**config.mk**
```make
export PLATFORM = sky130hd
export DESIGN_NAME = rational_number_alu
export DESIGN_NICKNAME = d
export VERILOG_FILES = /design/src/sv/rna_pkg.sv /design/src/sv/rna_ctrl.sv /design/src/sv/rna_dpath.sv /design/src/sv/rational_number_alu.sv
export SDC_FILE = /design/constraint.sdc
export NUM_CORES = 2
export LEC_CHECK = 0
export BUFFER_PORTS_ARGS = -buffer_cell sky130_fd_sc_hd__buf_2
export CORE_MARGIN = 2
export CORE_UTILIZATION = 42
export DETAILED_ROUTE_END_ITERATION = 8
export PLACE_DENSITY = 0.56
export SYNTH_ARGS = -nofsm -noshare
export SYNTH_HDL_FRONTEND = slang
export SYNTH_SLANG_ARGS = --single-unit
```
**constraint.sdc**
```tcl
create_clock -name clk -period 13.7 [get_ports clk]
set_clock_uncertainty 0.15 [all_clocks]
set_input_delay 2.055 -clock clk [delete_from_list [all_inputs] [get_ports clk]]
set_output_delay 2.055 -clock clk [all_outputs]
set_load 0.02 [all_outputs]
```
**src/sv/rna_pkg.sv**
```systemverilog
`timescale 1ns / 1ps
`default_nettype none
// ----------------------------------------------------------------------------
// rna_pkg: shared types and codes of the rational number alu
// Request and result layouts, operation and status codes, controller states
// and the command and status bundles between controller and datapath.
// ----------------------------------------------------------------------------
package rna_pkg;

	localparam int unsigned WIDTH_DEF = 32;
	localparam int unsigned DIV_STEPS = 32;

	// operation codes
	localparam logic [2:0] CMD_ADD = 3'd0;
	localparam logic [2:0] CMD_SUB = 3'd1;
	localparam logic [2:0] CMD_MUL = 3'd2;
	localparam logic [2:0] CMD_DIV = 3'd3;
	localparam logic [2:0] CMD_CMP = 3'd4;

	// status codes
	localparam logic [1:0] ST_OK       = 2'd0;
	localparam logic [1:0] ST_ZERO_DEN = 2'd1;
	localparam logic [1:0] ST_OVF      = 2'd2;

	// compare outcome codes
	localparam logic [1:0] ORD_LT = 2'd0;
	localparam logic [1:0] ORD_EQ = 2'd1;
	localparam logic [1:0] ORD_GT = 2'd2;

	typedef struct packed {
		logic [2:0]         cmd;
		logic signed [31:0] a_num;
		logic signed [31:0] a_den;
		logic signed [31:0] b_num;
		logic signed [31:0] b_den;
	} req_t;

	typedef struct packed {
		logic signed [31:0] res_num;
		logic signed [31:0] res_den;
		logic [1:0]         order;
		logic [1:0]         status;
	} rsp_t;

	typedef enum logic [3:0] {
		S_IDLE,
		S_DECIDE,
		S_GCD,
		S_DIVA,
		S_DIVSW,
		S_DIVB,
		S_MUL0,
		S_MUL1,
		S_MUL2,
		S_SUM,
		S_FIN
	} state_t;

	typedef enum logic [1:0] {
		PR_0,
		PR_1,
		PR_2
	} prod_t;

	typedef struct packed {
		logic  load;
		logic  gcd_step;
		logic  div_init;
		logic  div_sel_b;
		logic  div_step;
		logic  mul_go;
		prod_t mul_idx;
		logic  sum_go;
		logic  fin_go;
	} ctl_cmd_t;

	typedef struct packed {
		logic early;
		logic addsub;
		logic gcd_done;
	} ctl_stat_t;

endpackage
`default_nettype wire

```
**src/sv/rna_ctrl.sv**
```systemverilog
`timescale 1ns / 1ps
`default_nettype none
// ----------------------------------------------------------------------------
// rna_ctrl: sequencer of the rational number alu
// Issues datapath commands for one request: gcd and two divisions (add/sub),
// three products, sum and result stage, or the result stage alone if early.
// ----------------------------------------------------------------------------
module rna_ctrl (
	input  wire               clk,
	input  wire               arst_n,
	input  wire               start,
	output logic              busy,
	input  rna_pkg::ctl_stat_t st,
	output rna_pkg::ctl_cmd_t  cmd
);
	import rna_pkg::*;

	localparam logic [4:0] CNT_LAST = 5'(DIV_STEPS - 1);

	state_t     state_q;
	state_t     state_nx;
	logic [4:0] cnt_q;

	// state register
	always_ff @(posedge clk or negedge arst_n) begin
		if (!arst_n) begin
			state_q <= S_IDLE;
		end else begin
			state_q <= state_nx;
		end
	end

	// division step counter
	always_ff @(posedge clk or negedge arst_n) begin
		if (!arst_n) begin
			cnt_q <= '0;
		end else if (state_q == S_DIVA || state_q == S_DIVB) begin
			cnt_q <= cnt_q + 5'd1;
		end else begin
			cnt_q <= '0;
		end
	end

	// next state
	always_comb begin
		state_nx = state_q;
		unique case (state_q)
			S_IDLE:   if (start) state_nx = S_DECIDE;
			S_DECIDE: begin
				if (st.early) state_nx = S_FIN;
				else if (st.addsub) state_nx = S_GCD;
				else state_nx = S_MUL0;
			end
			S_GCD:    if (st.gcd_done) state_nx = S_DIVA;
			S_DIVA:   if (cnt_q == CNT_LAST) state_nx = S_DIVSW;
			S_DIVSW:  state_nx = S_DIVB;
			S_DIVB:   if (cnt_q == CNT_LAST) state_nx = S_MUL0;
			S_MUL0:   state_nx = S_MUL1;
			S_MUL1:   state_nx = S_MUL2;
			S_MUL2:   state_nx = S_SUM;
			S_SUM:    state_nx = S_FIN;
			S_FIN:    state_nx = S_IDLE;
			default:  state_nx = S_IDLE;
		endcase
	end

	// command outputs
	always_comb begin
		cmd = '0;
		cmd.mul_idx = PR_0;
		busy = (state_q != S_IDLE);
		unique case (state_q)
			S_IDLE:  cmd.load = start;
			S_GCD: begin
				cmd.gcd_step = !st.gcd_done;
				cmd.div_init = st.gcd_done;
			end
			S_DIVA:  cmd.div_step = 1'b1;
			S_DIVSW: begin
				cmd.div_init  = 1'b1;
				cmd.div_sel_b = 1'b1;
			end
			S_DIVB:  cmd.div_step = 1'b1;
			S_MUL0: begin
				cmd.mul_go  = 1'b1;
				cmd.mul_idx = PR_0;
			end
			S_MUL1: begin
				cmd.mul_go  = 1'b1;
				cmd.mul_idx = PR_1;
			end
			S_MUL2: begin
				cmd.mul_go  = 1'b1;
				cmd.mul_idx = PR_2;
			end
			S_SUM:   cmd.sum_go = 1'b1;
			S_FIN:   cmd.fin_go = 1'b1;
			default: cmd.load = 1'b0;
		endcase
	end

endmodule
`default_nettype wire

```
**src/sv/rna_dpath.sv**
```systemverilog
`timescale 1ns / 1ps
`default_nettype none
// ----------------------------------------------------------------------------
// rna_dpath: datapath of the rational number alu
// Sign-magnitude operand registers, binary gcd, restoring divider, one
// shared 32x32 multiplier, magnitude adder and the result formatter.
// ----------------------------------------------------------------------------
module rna_dpath #(
	parameter int unsigned WIDTH = rna_pkg::WIDTH_DEF
) (
	input  wire               clk,
	input  wire               arst_n,
	input  rna_pkg::req_t     req,
	input  rna_pkg::ctl_cmd_t cmd,
	output rna_pkg::ctl_stat_t st,
	output logic              done,
	output rna_pkg::rsp_t     rsp
);
	import rna_pkg::*;

	localparam logic [63:0] LIM = 64'd1 << (WIDTH - 1);
	localparam int unsigned SH  = 64 - WIDTH;

	// operand registers
	logic [2:0]  cmd_q;
	logic        bad_q, zero_q;
	logic        an_neg_q, ad_neg_q, bn_neg_q, bd_neg_q;
	logic [31:0] an_mag_q, ad_mag_q, bn_mag_q, bd_mag_q;
	// gcd and divider
	logic [31:0] gx_q, gy_q, g_q;
	logic [4:0]  gk_q;
	logic [31:0] rem_q, quo_q, ka_q;
	// products and sum
	logic        p0_neg_q, p1_neg_q, p2_neg_q;
	logic [63:0] p0_mag_q, p1_mag_q, p2_mag_q;
	logic        rn_neg_q;
	logic [63:0] rn_mag_q;
	rsp_t        rsp_q;
	logic        done_q;

	logic        addsub;
	logic [31:0] an_mag_in, ad_mag_in, bn_mag_in, bd_mag_in;
	logic [32:0] div_sh;
	logic        div_ge;
	logic [31:0] f1, f2;
	logic        fs;
	logic [63:0] prod;
	logic        sum_neg;
	logic [63:0] sum_mag;
	logic [1:0]  cmp_res;
	logic        rn_fits, rd_fits;
	logic [63:0] rn_v, rd_v;
	logic signed [63:0] rn_w, rd_w;
	rsp_t        rsp_nx;

	assign addsub = (cmd_q == CMD_ADD) || (cmd_q == CMD_SUB);

	// input magnitudes
	assign an_mag_in = req.a_num[31] ? (32'd0 - req.a_num) : req.a_num;
	assign ad_mag_in = req.a_den[31] ? (32'd0 - req.a_den) : req.a_den;
	assign bn_mag_in = req.b_num[31] ? (32'd0 - req.b_num) : req.b_num;
	assign bd_mag_in = req.b_den[31] ? (32'd0 - req.b_den) : req.b_den;

	// request capture, subtract flips the sign of b
	always_ff @(posedge clk) begin
		if (cmd.load) begin
			cmd_q    <= req.cmd;
			bad_q    <= (req.cmd > CMD_CMP);
			zero_q   <= (ad_mag_in == '0) || (bd_mag_in == '0);
			an_neg_q <= req.a_num[31];
			ad_neg_q <= req.a_den[31];
			bn_neg_q <= req.b_num[31] ^ (req.cmd == CMD_SUB);
			bd_neg_q <= req.b_den[31];
			an_mag_q <= an_mag_in;
			ad_mag_q <= ad_mag_in;
			bn_mag_q <= bn_mag_in;
			bd_mag_q <= bd_mag_in;
		end
	end

	// binary gcd of the denominator magnitudes
	always_ff @(posedge clk) begin
		if (cmd.load) begin
			gx_q <= ad_mag_in;
			gy_q <= bd_mag_in;
			gk_q <= '0;
		end else if (cmd.gcd_step) begin
			priority if (!gx_q[0] && !gy_q[0]) begin
				gx_q <= gx_q >> 1;
				gy_q <= gy_q >> 1;
				gk_q <= gk_q + 5'd1;
			end else if (!gx_q[0]) begin
				gx_q <= gx_q >> 1;
			end else if (!gy_q[0]) begin
				gy_q <= gy_q >> 1;
			end else if (gx_q > gy_q) begin
				gx_q <= (gx_q - gy_q) >> 1;
			end else begin
				gy_q <= (gy_q - gx_q) >> 1;
			end
		end
	end

	// restoring divider, dividend over the gcd
	assign div_sh = {rem_q, quo_q[31]};
	assign div_ge = (div_sh >= {1'b0, g_q});

	always_ff @(posedge clk) begin
		if (cmd.div_init) begin
			rem_q <= '0;
			quo_q <= cmd.div_sel_b ? ad_mag_q : bd_mag_q;
			if (cmd.div_sel_b) ka_q <= quo_q;
			else g_q <= gx_q << gk_q;
		end else if (cmd.div_step) begin
			rem_q <= div_ge ? 32'(div_sh - {1'b0, g_q}) : div_sh[31:0];
			quo_q <= {quo_q[30:0], div_ge};
		end
	end

	// factor selection for the shared multiplier
	always_comb begin
		f1 = an_mag_q;
		f2 = bd_mag_q;
		fs = an_neg_q ^ bd_neg_q;
		unique case (cmd.mul_idx)
			PR_0: begin
				f1 = an_mag_q;
				if (addsub) begin
					f2 = ka_q;
					fs = an_neg_q ^ bd_neg_q;
				end else if (cmd_q == CMD_MUL) begin
					f2 = bn_mag_q;
					fs = an_neg_q ^ bn_neg_q;
				end else begin
					f2 = bd_mag_q;
					fs = an_neg_q ^ bd_neg_q;
				end
			end
			PR_1: begin
				f1 = bn_mag_q;
				f2 = addsub ? quo_q : ad_mag_q;
				fs = bn_neg_q ^ ad_neg_q;
			end
			PR_2: begin
				f1 = ad_mag_q;
				if (addsub) begin
					f2 = ka_q;
					fs = ad_neg_q ^ bd_neg_q;
				end else if (cmd_q == CMD_MUL) begin
					f2 = bd_mag_q;
					fs = ad_neg_q ^ bd_neg_q;
				end else begin
					f2 = bn_mag_q;
					fs = ad_neg_q ^ bn_neg_q;
				end
			end
			default: begin
				f1 = '0;
				f2 = '0;
				fs = 1'b0;
			end
		endcase
	end

	assign prod = {32'd0, f1} * {32'd0, f2};

	// product registers, zero is positive
	always_ff @(posedge clk) begin
		if (cmd.mul_go) begin
			unique case (cmd.mul_idx)
				PR_0: begin
					p0_mag_q <= prod;
					p0_neg_q <= fs && (prod != '0);
				end
				PR_1: begin
					p1_mag_q <= prod;
					p1_neg_q <= fs && (prod != '0);
				end
				PR_2: begin
					p2_mag_q <= prod;
					p2_neg_q <= fs && (prod != '0);
				end
				default: p0_mag_q <= p0_mag_q;
			endcase
		end
	end

	// signed magnitude sum of the scaled numerators
	always_comb begin
		if (p0_neg_q == p1_neg_q) begin
			sum_neg = p0_neg_q;
			sum_mag = p0_mag_q + p1_mag_q;
		end else if (p0_mag_q >= p1_mag_q) begin
			sum_neg = p0_neg_q;
			sum_mag = p0_mag_q - p1_mag_q;
		end else begin
			sum_neg = p1_neg_q;
			sum_mag = p1_mag_q - p0_mag_q;
		end
		if (sum_mag == '0) sum_neg = 1'b0;
	end

	always_ff @(posedge clk) begin
		if (cmd.sum_go) begin
			rn_neg_q <= addsub ? sum_neg : p0_neg_q;
			rn_mag_q <= addsub ? sum_mag : p0_mag_q;
		end
	end

	// exact compare of the cross products
	always_comb begin
		if (p0_neg_q != p1_neg_q) cmp_res = p0_neg_q ? ORD_LT : ORD_GT;
		else if (p0_mag_q == p1_mag_q) cmp_res = ORD_EQ;
		else if (p0_neg_q) cmp_res = (p0_mag_q > p1_mag_q) ? ORD_LT : ORD_GT;
		else cmp_res = (p0_mag_q < p1_mag_q) ? ORD_LT : ORD_GT;
		if (ad_neg_q != bd_neg_q && cmp_res != ORD_EQ) begin
			cmp_res = (cmp_res == ORD_LT) ? ORD_GT : ORD_LT;
		end
	end

	// range check and wrap to WIDTH bits
	always_comb begin
		rn_fits = rn_neg_q ? (rn_mag_q <= LIM) : (rn_mag_q < LIM);
		rd_fits = p2_neg_q ? (p2_mag_q <= LIM) : (p2_mag_q < LIM);
		rn_v = rn_neg_q ? (64'd0 - rn_mag_q) : rn_mag_q;
		rd_v = p2_neg_q ? (64'd0 - p2_mag_q) : p2_mag_q;
		rn_w = $signed(rn_v << SH) >>> SH;
		rd_w = $signed(rd_v << SH) >>> SH;
	end

	// result selection
	always_comb begin
		rsp_nx = '0;
		priority if (bad_q) begin
			rsp_nx = '0;
		end else if (zero_q) begin
			rsp_nx.status = ST_ZERO_DEN;
		end else if (cmd_q == CMD_CMP) begin
			rsp_nx.order = cmp_res;
		end else begin
			rsp_nx.res_num = rn_w[31:0];
			rsp_nx.res_den = rd_w[31:0];
			if (p2_mag_q == '0) rsp_nx.status = ST_ZERO_DEN;
			else if (!rn_fits || !rd_fits) rsp_nx.status = ST_OVF;
			else rsp_nx.status = ST_OK;
		end
	end

	always_ff @(posedge clk) begin
		if (cmd.fin_go) rsp_q <= rsp_nx;
	end

	// result strobe
	always_ff @(posedge clk or negedge arst_n) begin
		if (!arst_n) begin
			done_q <= 1'b0;
		end else begin
			done_q <= cmd.fin_go;
		end
	end

	assign st.early    = bad_q || zero_q;
	assign st.addsub   = addsub;
	assign st.gcd_done = (gx_q == gy_q);
	assign done        = done_q;
	assign rsp         = rsp_q;

endmodule
`default_nettype wire

```
**src/sv/rational_number_alu.sv**
```systemverilog
`timescale 1ns / 1ps
`default_nettype none
// ----------------------------------------------------------------------------
// rational_number_alu: exact arithmetic on two fractions
// Add, subtract, multiply, divide and compare of signed fractions, results
// not reduced, wrapped to WIDTH bits with zero-denominator and overflow flags.
// ----------------------------------------------------------------------------
// A request is taken when start is high and busy is low; its result appears
// on rsp with done high for exactly one cycle and cannot be held off. Multiply,
// divide and compare pass through the three products, the sum and the result
// stage; a bad command or zero operand denominator goes straight to the result
// stage. Add and subtract first run the binary gcd of the denominators, one
// step per cycle, and two 32-step restoring divisions by that gcd. One 32x32
// multiplier is shared by the three products.
// busy falls in the cycle that done rises, so the next request may be given then.
module rational_number_alu #(
	parameter int unsigned WIDTH = rna_pkg::WIDTH_DEF
) (
	input  wire           clk,
	input  wire           arst_n,
	input  wire           start,
	output logic          busy,
	input  rna_pkg::req_t req,
	output logic          done,
	output rna_pkg::rsp_t rsp
);
	import rna_pkg::*;

	ctl_cmd_t  cmd;
	ctl_stat_t st;

	// sequencer
	rna_ctrl u_ctrl (
		.clk    (clk),
		.arst_n (arst_n),
		.start  (start),
		.busy   (busy),
		.st     (st),
		.cmd    (cmd)
	);

	// arithmetic
	rna_dpath #(
		.WIDTH (WIDTH)
	) u_dpath (
		.clk    (clk),
		.arst_n (arst_n),
		.req    (req),
		.cmd    (cmd),
		.st     (st),
		.done   (done),
		.rsp    (rsp)
	);

	// a request makes the block busy
	a_accept_busy: assert property (@(posedge clk) disable iff (!arst_n)
		start && !busy |=> busy)
		else $error("busy not raised after request");

	// result strobe lasts one cycle
	a_done_pulse: assert property (@(posedge clk) disable iff (!arst_n)
		done |=> !done)
		else $error("done held for more than one cycle");

	// a result is shown only once the sequencer is back to idle
	a_done_idle: assert property (@(posedge clk) disable iff (!arst_n)
		done |-> !busy)
		else $error("done while busy");

	// compare results of equal or greater carry no fraction
	a_cmp_zero: assert property (@(posedge clk) disable iff (!arst_n)
		done && rsp.order != ORD_LT |-> rsp.res_num == '0 && rsp.res_den == '0)
		else $error("compare result with nonzero fraction");

endmodule
`default_nettype wire

```
After elaboration in Yosys (flattened, before gate mapping)
Index checks and enable logic that the tools add are counted.
- flip-flop bits (word level): 672
- latch bits: 0
- memory bits (writable): 0
- memory bits (read-only): 0
- input port bits: 134
- output and inout bits: 70
- word-level logic and storage cells: 212
- memories kept: 0
- $add $sub $neg: 14
- multipliers: 1
- divide/modulo/power cells: 0
- order comparisons: 10
- eq/ne operators: 30
- shift-type cells: 1
- multiplexer cells: 71
- bitwise operators: 7
- reductions and logical operators: 40
- operators with widths (kind ; number):
    2-to-1 mux 32 bit ; 25
    2-to-1 mux 64 bit ; 3
    case mux 32 bit (3 select lines) ; 2
    subtractor 1 x 32 -> 32 bit (first input constant) ; 6
    <= comparator 64 x 32 -> 1 bit (second input constant) ; 2
    zero test 64 bit ; 2
    < comparator 64 x 32 -> 1 bit (second input constant) ; 2
    subtractor 64 bit ; 2
    subtractor 32 bit ; 3
    adder 64 bit ; 1
    equality test 64 bit ; 1
    >= comparator 64 bit ; 1
    greater-than comparator 64 bit ; 1
    zero test 32 bit ; 2
    < comparator 64 bit ; 1
    multiplier 32 x 32 -> 64 bit ; 1
    nonzero test 64 bit ; 1
    2-to-1 mux 31 bit ; 2
    case mux 4 bit (10 select lines) ; 1
    >= comparator 33 x 32 -> 1 bit ; 1
    equality test 32 bit ; 1
    greater-than comparator 32 bit ; 1
    left shift 32 x 5 -> 32 bit ; 1
    2-to-1 mux 4 bit ; 5
    other kinds (41) ; 106

Longest topological paths before layout
- word-level depth: 8
- gate-level depth with buffers: 43
- gate-level depth less buffers: 38

By module
A second synthesis with hierarchy kept.
- cells, all modules: 9085
- area, all modules: 80719.9 sq um
- modules (own cells, without submodules) (module ; times used ; cells each ; area each (sq um) ; sequential area each (sq um)):
    rna_dpath ; 1 ; 9017 ; 80119.3 ; 19533.7
    rna_ctrl ; 1 ; 68 ; 600.6 ; 225.2

Worst setup path after synthesis
No wires, ideal clock.
- kind: reg2reg
- start point: register u_ctrl.state_q[1]
- end point: register u_dpath.p0_neg_q (data pin)
- data arrival time: 11.897 ns
- required time: 13.279 ns
- path slack: 1.382 ns
- cell stages (with the launch flop): 36
- period minus slack after synthesis: 12.318 ns
- path through: dfrtp_1 -> or4b_2 -> clkinv_1 -> buf_1 -> buf_1 -> a22oi_1 -> and2_1 -> clkbuf_1 -> nor2_1 -> fa_1 -> fa_1 -> fa_1 -> inv_1 -> fa_1 -> inv_1 -> fa_1 -> ha_1 -> fa_1 -> inv_1 -> fa_1 -> inv_1 -> ha_1 -> a21o_1 -> a21o_1 -> a21oi_1 -> o21ai_0 -> a311o_1 -> a2111oi_0 -> or3_1 -> nand2_1 -> xor2_1 -> or3_1 -> or4_1 -> or4b_1 -> and4b_1 -> a21oi_1
- cells in the longest elaborated chain, start to end: 7
- RTL lines (what ; RTL line ; source):
    start, declared ; rna_ctrl.sv:20 ; state_t state_q;
    start signal, assigned ; rna_ctrl.sv:29 ; state_q <= state_nx;
    equality test 4 bit or equality test 4 x 3 -> 1 bit (tied branches) ; rna_ctrl.sv:72 ; unique case (state_q)
    case mux 3 bit (3 select lines) * ; rna_ctrl.sv:72 ;
    equality test 2 bit (tied with other cells) ; rna_dpath.sv:125 ; unique case (cmd.mul_idx)
    case mux 32 bit (3 select lines) ; rna_dpath.sv:125 ;
    multiplier 32 x 32 -> 64 bit * ; rna_dpath.sv:165 ; assign prod = {32'd0, f1} * {32'd0, f2};
    net u_dpath.prod[35] ; rna_dpath.sv:47 ; logic [63:0] prod;
    nonzero test 64 bit * ; rna_dpath.sv:173 ; p0_neg_q <= fs && (prod != '0);
    logical AND 1 bit * ; rna_dpath.sv:173 ;
    end signal, assigned ; rna_dpath.sv:173 ;
    end, declared ; rna_dpath.sv:34 ; logic p0_neg_q, p1_neg_q, p2_neg_q;
The timed path passes the listed nets; every way through them passes the cells marked *.
A chain may end at the register's enable or synchronous reset.

Worst setup path in the final report
- start point: register u_ctrl.state_q[1]
- end point: register u_dpath.p1_neg_q (data pin)
- cells in the longest elaborated chain, start to end: 7
- RTL lines (what ; RTL line ; source):
    equality test 4 bit or equality test 4 x 3 -> 1 bit (tied branches) ; rna_ctrl.sv:72 ;
    case mux 3 bit (3 select lines) * ; rna_ctrl.sv:72 ;
    equality test 2 bit (tied with other cells) ; rna_dpath.sv:125 ;
    case mux 32 bit (3 select lines) ; rna_dpath.sv:125 ;
    multiplier 32 x 32 -> 64 bit * ; rna_dpath.sv:165 ;
    net u_dpath.prod[58] ; rna_dpath.sv:47 ;
    nonzero test 64 bit * ; rna_dpath.sv:177 ; p1_neg_q <= fs && (prod != '0);
    logical AND 1 bit * ; rna_dpath.sv:177 ;
    end signal, assigned ; rna_dpath.sv:177 ;
    end, declared ; rna_dpath.sv:34 ;
Marks and branches as above.

==> results by group <==
Floorplan
  – Die area: 194,200 um^2
  – FP Rows: 160
  – Starting Density: 0.4219
  – Die height: roughly 440 um
  – I/O pins: about 200
  – Core area: 189,800 um^2
  – Die Wd: around 440 um

Routing
  – DRT iter0 DRCs: ~6,300
  – Post-DR vias/cell: between 5 and 6
  – Total wire length: between 200,000 and 300,000 um
  – DR DRC count: 0
  – Number of routed nets with antenna violations: 0
  – Wire per inst: 25.17 um
  – Vias post-DR: 67,380
  – Pre-antenna DRT Iters: 9

Final layout
  – Share of layout cells above drive strength 1: 0.06486
  – Layout area overhead: 7.974%
  – Nets: 10,660
  – Most frequent cells in the layout: inv_1, nand2_1, nor2_1, fa_1, edfxtp_1
  – Fin area: slightly below 90,000 um^2
  – Commonest non-fill, non-tap cell in the layout: inv_1

Min path
  – HP Class: flip-flop to flip-flop
  – Worst Hold Endpoint: u_ctrl.cnt_q[0]
  – WHS Path Cells: 1
  – Hold path start: u_ctrl.cnt_q[0]

Status
  – Status: finished clean

Setup path
  – Reg2reg start: u_ctrl.state_q[1]
  – CP max stage cell: a21oi_2
  – Crit start category: flip-flop
  – Crit path max-delay family: adder cells
  – Slowest stage delay, CP: between 900 and 1000 ps
  – Crit. End Element: flip-flop
  – Crit-path most repeated cell: fa_1
  – Buffers and inverters on the worst path: 7
  – R2r endpoint: u_dpath.p1_neg_q
  – Worst EP arrival: roughly 13,000 ps
  – Max Fanout on Critical Path: 34
  – Worst EP required: between 10,000 and 15,000 ps
  – Reg2Reg Setup Slack: between 900 and 1000 ps
  – Setup CP Type: flip-flop to flip-flop
  – R2R depth: 34

Clock network
  – Clk slew on worst S/H paths: about 60 ps
  – CTS sink count: approximately 670
  – CTS buffer count: 76
  – CTS tree: done
  – H-tree Lvls: 3
  – Clock buffer depth: 3
  – Cts hold-fix bufs: 0
  – Clk root buf: clkbuf_16
  – Clk_lat worst skew: ~700 ps
  – Setup Fix Bufs, Post-CTS: 0
  – PostCTS Resize Cnt: 0

Timing
  – TNS Setup: 0 ps
  – Slew HR: 0.1975
  – Tcrit/Tclk final: 0.9341
  – RSZ-0062 raised after global routing: no
  – Final hold vios: 0
  – Post-layout minimum cycle time: ~13,000 ps
  – Least-Margin Pin Slew: between 1000 and 1500 ps
  – Max Fclk: between 70 and 80 MHz
  – Max-slew violations: 0
  – Setup violators final: 0

Global routing
  – Vias in the first global route: between 60,000 and 70,000
  – Initial antenna violation count: 6
  – Congestion Overflow GR: 0
  – Maximum number of pins on one net before global-route repair: 133
  – Global Route Usage Sum: 0.2977
  – First-pass GRT wire length: approximately 430,000 um

Placement
  – IO buf count: roughly 200
  – DP Area: 83,740 um^2
  – DP HPWL: 236,800 um
  – Final GP Congestion: about 1.0

Logic synthesis
  – Count of different cell masters after synthesis: a little over 90
  – Syn nets: around 11,000
  – Avg Cell Area, Syn: around 9 um^2
  – Fraction of registers with async set/reset: 0.01488
  – Syn Inst Count: roughly 9,100
  – Seq/Total Area, Yosys: 0.2468
  – Post-synth EDFFs: around 630
  – Mapped cell area: around 80,000 um^2
  – Yosys warns: 0
  – Register bit total from synthesis: between 600 and 700
  – Main flop type after synthesis: edfxtp_1

Run
  – Number of max-cap violations: 0
## how the worst max path moves through the flow
| stage | startpoint | to | slack, ps | cells after the start |
|---|---|---|---|---|
| after floorplan | u_ctrl.state_q[1] | u_dpath.p0_neg_q | 1380 | 35 |
| after global placement | u_ctrl.state_q[1] | u_dpath.p0_neg_q | 1280 | 34 |
| after detailed placement | u_ctrl.state_q[1] | u_dpath.p2_neg_q | 1150 | 33 |
| after CTS | u_ctrl.state_q[1] | u_dpath.p1_neg_q | 1060 | 34 |
| after global routing | u_ctrl.state_q[1] | u_dpath.p1_neg_q | 330 | 32 |
| final | u_ctrl.state_q[1] | u_dpath.p1_neg_q | 900 | 34 |
## logic make-up after synthesis
group / Yosys count / share of synthesized area
flops: 672 / 0.2468
mux: 80 / 0.01170
fa+ha+maj: 1460 / 0.3127
buf+inv: 1843 / 0.08652
simple gates: 2949 / 0.1613
compound gates: 1719 / 0.1386
xor+xnor: 388 / 0.04244
## synth_stat cells, types with 31 or more instances
master    number  area [um^2]
nor2_1      1037         3892
nor3_1        88        440.4
o211ai_1      50        375.4
fa_1         902        18060
nand4_1       64        400.4
a21o_1       143         1074
nand2b_1      45        281.5
nor4_1        66        412.9
mux2i_1       61        610.6
o21ai_0      388         1942
o21bai_1      70        525.5
buf_1         55        206.5
inv_1       1355         5086
o31ai_1       81        608.1
a221oi_1      56        490.5
o22ai_1       44        275.3
a211oi_1      46        345.3
nor2b_1       46        287.8
a222oi_1      31        310.3
nand3_1      121        605.6
or3_1         54        337.8
and2_1        92        575.6
xor2_1       119         1042
a31oi_1       58        362.9
clkbuf_1     426         1599
and3_1        41        256.5
a22oi_1       39        292.8
xnor2_1      269         2356
edfxtp_1     625        18770
dfxtp_1       37        740.7
ha_1         558         6982
or4_1         43        322.8
nand2_1     1156         4339
o21a_1        50        375.4
a21oi_1      461         2307
## flip-flops by register name, summed over array words and instances (netlist names), 64 cells and up
register and cells:
u_dpath.p0_mag_q 64, u_dpath.p1_mag_q 64, u_dpath.p2_mag_q 64, u_dpath.rn_mag_q 64, u_dpath.rsp 68
## cell type report
class	instances	area [um^2]
multi-input cells	6596	53530
well taps	2511	3142
diodes	2	5.005
clock inverters	54	706.9
fillers	18660	103300
inverters	1359	5116
repair buffers	360	2195
flip-flops and latches	672	19760
clock buffers	86	2002
## layer usage
layer | wire length (um) | vias to the layer above | GRT usage | part of all wire
met5 | 25 | - | 0 | 0.000085
met1 | 122700 | 33760 | 0.4044 | 0.42
met3 | 23870 | 547 | 0.04885 | 0.081
li1 | - | 30070 | - | -
met4 | 13130 | 4 | 0.1166 | 0.045
met2 | 133300 | 2995 | 0.4749 | 0.45
## per-stage QoR
step | util | std cells | hold WS (ps) | setup WS (ps)
after global routing | 0.4556 | 11640 | 321.9 | 334.9
final | 0.4556 | 11640 | 318.7 | 903.0
after detailed placement | 0.4413 | 11500 | 301.1 | 1146
after floorplan | - | 9111 | 282.9 | 1382
after global placement | 0.4413 | 11500 | 300.3 | 1281
after CTS | 0.4555 | 11640 | 312.1 | 1065
Power is left out: the tool's default activity adds up to more than one toggle a clock period on the data nets, which glitch-free logic cannot reach.
